`config.mk`:
```
export PLATFORM = sky130hd
export DESIGN_NAME = mroe_alu
export DESIGN_NICKNAME = d
export VERILOG_FILES = /design/src/rtl/mroe_pkg.sv /design/src/rtl/mroe_alu.sv
export SDC_FILE = /design/constraint.sdc
export NUM_CORES = 2
export LEC_CHECK = 0
export BUFFER_PORTS_ARGS = -buffer_cell sky130_fd_sc_hd__clkbuf_2
export CELL_PAD_IN_SITES_DETAIL_PLACEMENT = 1
export CELL_PAD_IN_SITES_GLOBAL_PLACEMENT = 1
export CORE_MARGIN = 3
export CORE_UTILIZATION = 40
export CTS_CLUSTER_SIZE = 16
export DETAILED_ROUTE_END_ITERATION = 8
export GPL_ROUTABILITY_DRIVEN = 0
export GPL_TIMING_DRIVEN = 0
export HOLD_SLACK_MARGIN = 0.1
export MAX_ROUTING_LAYER = met4
export PLACE_DENSITY_LB_ADDON = 0.25
export SYNTH_ARGS = -nofsm -noshare
export SYNTH_HDL_FRONTEND = slang
export SYNTH_SLANG_ARGS = --single-unit
export TNS_END_PERCENT = 5
```
`constraint.sdc`:
```
create_clock -name clock -period 18.8 [get_ports clock]
set_input_delay 5.64 -clock clock [delete_from_list [all_inputs] [get_ports clock]]
set_output_delay 5.64 -clock clock [all_outputs]
set_load 0.005 [all_outputs]
```
`src/rtl/mroe_pkg.sv`:
```
// ----------------------------------------------------------------------------
// mroe_pkg
// Shared types and codes for the matrix row operation engine: item modes,
// status codes, Q16.16 entry type and the arithmetic unit control group.
// ----------------------------------------------------------------------------
package mroe_pkg;

   localparam int MODE_W   = 3;
   localparam int ROW_W    = 4;
   localparam int COL_W    = 3;
   localparam int CSR_W    = 4;
   localparam int STATUS_W = 2;
   localparam int DATA_W   = 32;
   localparam int MAG_W    = 31;
   localparam int PROD_W   = 2 * DATA_W;

   localparam logic [MODE_W-1:0] MODE_WRITE = 3'd0;
   localparam logic [MODE_W-1:0] MODE_READ  = 3'd1;
   localparam logic [MODE_W-1:0] MODE_SWAP  = 3'd2;
   localparam logic [MODE_W-1:0] MODE_SCALE = 3'd3;
   localparam logic [MODE_W-1:0] MODE_ADD   = 3'd4;

   localparam logic [STATUS_W-1:0] STATUS_OK      = 2'd0;
   localparam logic [STATUS_W-1:0] STATUS_BAD_ROW = 2'd1;
   localparam logic [STATUS_W-1:0] STATUS_ZERO    = 2'd2;

   typedef logic signed [DATA_W-1:0] data_type;
   typedef logic [MAG_W-1:0]         mag_type;

   localparam data_type DATA_MAX = 32'sh7FFF_FFFF;
   localparam data_type DATA_MIN = 32'sh8000_0000;
   localparam mag_type  MAG_MAX  = 31'h7FFF_FFFF;

   typedef struct packed {
      logic mul_en;
      logic rnd_en;
      logic sum_en;
      logic add_mode;
   } alu_ctl_type;

endpackage

```
`src/rtl/mroe_alu.sv`:
```
// ----------------------------------------------------------------------------
// mroe_alu
// Q16.16 multiply, round half up with saturation, then optional saturating
// add of the target entry; one registered step per stage.
// ----------------------------------------------------------------------------
module mroe_alu (
   input  logic                  clock,
   input  mroe_pkg::alu_ctl_type ctl,
   input  mroe_pkg::data_type    entry_a,
   input  mroe_pkg::data_type    entry_b,
   input  mroe_pkg::data_type    factor,
   output mroe_pkg::data_type    result
);
   import mroe_pkg::*;

   logic signed [PROD_W-1:0] prod_ff;
   logic signed [PROD_W-1:0] prod_in;
   logic signed [PROD_W-1:0] rounded;
   logic signed [DATA_W:0]   total;
   data_type                 operand;
   data_type                 scaled_ff;
   data_type                 scaled_in;
   data_type                 result_ff;
   data_type                 result_in;

   always_comb begin
      operand = ctl.add_mode ? entry_b : entry_a;
      prod_in = PROD_W'(operand) * PROD_W'(factor);
   end

   // floor shift after adding half an lsb
   always_comb begin
      rounded = (prod_ff + 64'sd32768) >>> 16;
      if (rounded > 64'sd2147483647) begin
         scaled_in = DATA_MAX;
      end else if (rounded < -64'sd2147483648) begin
         scaled_in = DATA_MIN;
      end else begin
         scaled_in = rounded[DATA_W-1:0];
      end
   end

   always_comb begin
      total = (DATA_W + 1)'(entry_a) + (DATA_W + 1)'(scaled_ff);
      if (!ctl.add_mode) begin
         result_in = scaled_ff;
      end else if (total[DATA_W] != total[DATA_W-1]) begin
         result_in = total[DATA_W] ? DATA_MIN : DATA_MAX;
      end else begin
         result_in = total[DATA_W-1:0];
      end
   end

   always_ff @(posedge clock) begin
      if (ctl.mul_en) begin
         prod_ff <= prod_in;
      end
      if (ctl.rnd_en) begin
         scaled_ff <= scaled_in;
      end
      if (ctl.sum_en) begin
         result_ff <= result_in;
      end
   end

   assign result = result_ff;

endmodule

```
==> reports/results.txt <==
The run finished with clean final reports. The startpoint identified for the worst register-to-register timing path is scaled_ff[0]$_SDFFCE_PN1P_. Endpoint of the worst hold-timing path: result[0]$_DFFE_PP_.

Number of cells on the worst hold path: 1. Counting tap cells, the placed design contains a total of 6054 instances. For the worst-skew pair, the clock arrives at the later sink with an insertion delay of 0.44 ns. At the end of the flow the core is filled with cells to 43.24%. The number of distinct library cells after synthesis is 92, and the number of global-route vias before repair is 37620. The post-synthesis async set-or-reset flop share is 0%, and the total of cells resized after clock tree synthesis is 0.

For the net count of the mapped netlist, the log shows 5915. By instance count, the leading cell after synthesis is fa_1. The clock period minus final worst setup slack came out at 15.82 ns. The tools report the met3 wire length as 14.33 mm.

During placement, the flow inserted port buffers numbering 131. For the final cell area excluding filler cells, the log shows 0.04642 mm². From left edge to right edge, the die measures 335.3 µm.

The tools report the number of hold buffers added after cts as 0. The Yosys step of the flow raised 0 warnings. The run gives 24 as the initial antenna violation count. In this run the most critical hold path is launched from scaled_ff[0]$_SDFFCE_PN1P_. Compared with the post-synthesis result, the final layout area differs by 7.021%. The starting DRC count in detailed routing is 2903. Maximum number of pins on one net before global-route repair: 50. The detailed-route wire length per cell came out at 28.23 µm. Detailed routing inserted a total of 34060 vias. After layout, the worst path uses 84.17% of the clock period. Setup repair after global routing left no endpoint under its margin. Based on the critical path, the design can be clocked at up to 0.06320 GHz. Of all nets on the critical path, the largest fanout is 10. The number of cells traversed by the worst register-to-register path was 15. The number of nets at the end of the flow is 6067, and the number of setup buffers added after CTS is 0. The nature of the critical path endpoint was a flop.

The final-report hold violation count was 0. Total of flip-flops plus latches after synthesis: 113. The wire length on met1 was 66.14 mm. The post-synthesis cell count was 4519.

Between clock sinks in the finished design, the worst skew comes to 0.01547 ns. The tightest min-delay check is of the flop to flop type. Data on the critical path arrives at its endpoint at 16.00 ns.

In this run, synthesis inferred 113 flip-flops with an integrated enable. On the critical path, the stage with the largest delay is an instance of clkbuf_1. Dividing the detail-routed via count by the number of cells gives 5.577. The tools report the wire length of the first global-routing pass as 252.6 mm.

For this design the top-level I/O count stands at 133. After the flow finishes, the layout carries non-filler instances totaling 6106. At the worst endpoint, the required time is 18.97 ns. The die area was 0.1124 mm². The height of the die works out to 335.3 µm. Counting along the longest clock path gives a buffer depth of 2.

For the worst relative slew slack, the log shows 10.03%. In the routed design, unresolved DRC markers number 0. The master cell of the clock root buffer was clkbuf_16. The slack of the worst reg-to-reg path is 14.09 ns. Summing the sequential cell areas from Yosys gives 7.823% of the chip area. Yosys attributes the largest share of cell area to fa_1, inv_1, edfxtp_1, and2_1, ha_1. Sorting the synthesized cells by how often they occur yields fa_1, inv_1, nand2_1.

The detailed router used layers up to and including met4. Global routing consumed, over all layers together, 32.30% of the routing resources. The tools report the number of slew-limit violations in the final report as 0. The share of the synthesized area in the top cell type is 49.94%, and the transition time at the pin with the least slew margin is 1.350 ns. For the first-pass iteration count of the detailed router, the log shows 6. The tree built by TritonCTS fans out to 113 sinks. Clock-pin slew was measured on the worst setup and hold paths at 0.06 ns. The worst register-to-register path ends at result[23]$_DFFE_PP_. In this design, the critical path's most frequently occurring cell is fa_1. The synthesized netlist occupies a cell area of 0.04338 mm².

The initial utilization of the core area, before any placement, comes to 40.40%. The total overflow reported by the global router came out at 0. Summed over all instances, the cell type with the most area after synthesis is fa_1. After filler insertion, the fill cell instance count of the layout stands at 12390. The tools report the category of the worst setup path launch point as an input port.

The average instance in the mapped netlist occupies 9.598 µm². Wires add up to 172.4 mm. The tools report the antenna violation net count after detailed routing as 0.

TritonCTS built the clock tree. CTS built an H-tree with a depth of 4. In the final timing run, aggregate negative setup slack is 0 ns. The primary flip-flop cell chosen by synthesis mapping was edfxtp_1. The number of clock buffers added by TritonCTS is 17. Detailed placement finished with a half-perimeter wire length of 144.9 mm. Once placement finished, the instance area stood at 0.04580 mm². The final setup violation count was 0; the core area was 0.1074 mm². In the final layout, the share of cells above drive strength 1 is 5.828%. Met2 wire length: 78.31 mm. The placement row count was 120; the peak per-stage delay on the critical path was 0.84 ns. The worst setup path is of the input port to flop kind. The run gives 0 as the total of max-cap violations.
==> through the flow <==
stage	hold slack, ns	worst slack [ns]
floorplan	0.5281	5.011
global placement	0.5928	2.621
detailed placement	0.5893	2.604
CTS	0.6044	3.058
global route	0.6461	2.863
finish	0.6032	2.976
==> worst max-delay path: cells and delay by family <==
family          cells  cell delay [ns]
simple gates        2             0.34
fa+ha+maj           9             4.41
buf+inv             8             2.03
compound gates      8             2.72
xor+xnor            1             0.17
mux                 1             0.63
==> area by class of cell <==
class	instances	area, µm²	area share, %
clock inverters	15	127.6	0.2749
well taps	1403	1755	3.782
repair buffers	133	686.9	1.480
inverters	993	3727	8.029
diodes	19	47.55	0.1024
multi-input cells	3178	35290	76.01
plain buffers	235	970.9	2.092
flip-flops and latches	113	3393	7.310
clock buffers	17	425.4	0.9164
==> flip-flops by register name, indices dropped and copies added, names as in the netlist <==
register and flops:
result 32, prod_ff 49, scaled_ff 32
==> routing by layer <==
layer / GRT usage [%] / vias to the layer above
met2: 49.84 / 1638
met1: 39.66 / 18050
met3: 6.129 / 515
met5: - / -
met4: 19.10 / 0
li1: - / 13850
==> cell usage in the layout, fill, tap and decap left out, types with 55 or more instances in the layout <==
cell      count
a21oi_1      89
and2_1      499
clkbuf_1    214
clkbuf_2    130
edfxtp_1    113
fa_1       1081
ha_1        213
inv_1       992
nand2_1     582
nor2_1       76
o21ai_0      56
xnor2_1      63
xor2_1       55
==> how the worst max path moves through the flow <==
stage | endpoint | from | slack, ns | depth (start not counted)
after floorplan | prod_ff[57]$_DFFE_PP_ | ctl[0] | 5.01 | 30
after CTS | prod_ff[57]$_DFFE_PP_ | ctl[0] | 3.06 | 29
after global routing | prod_ff[63]$_DFFE_PP_ | ctl[0] | 2.86 | 29
final | prod_ff[57]$_DFFE_PP_ | ctl[0] | 2.98 | 29
after detailed placement | prod_ff[57]$_DFFE_PP_ | ctl[0] | 2.60 | 29
after global placement | prod_ff[57]$_DFFE_PP_ | ctl[0] | 2.62 | 29
==> cell families (layout without fill, tap and decap cells) <==
logic type | Yosys count | count (layout) | synth area share [%]
buffers and inverters | 1228 | 1393 | 10.83
DFF | 113 | 113 | 7.823
other | 0 | 19 | 0
muxes | 37 | 37 | 0.9750
AOI/OAI and AO/OA | 403 | 403 | 6.395
adders and majority gates | 1295 | 1295 | 56.08
and+or+nand+nor | 1324 | 1324 | 15.47
xor gates and xnor gates | 119 | 119 | 2.420
Power is not shown: default switching activity piles up to over one toggle a cycle in this logic, so the estimate is an artifact.
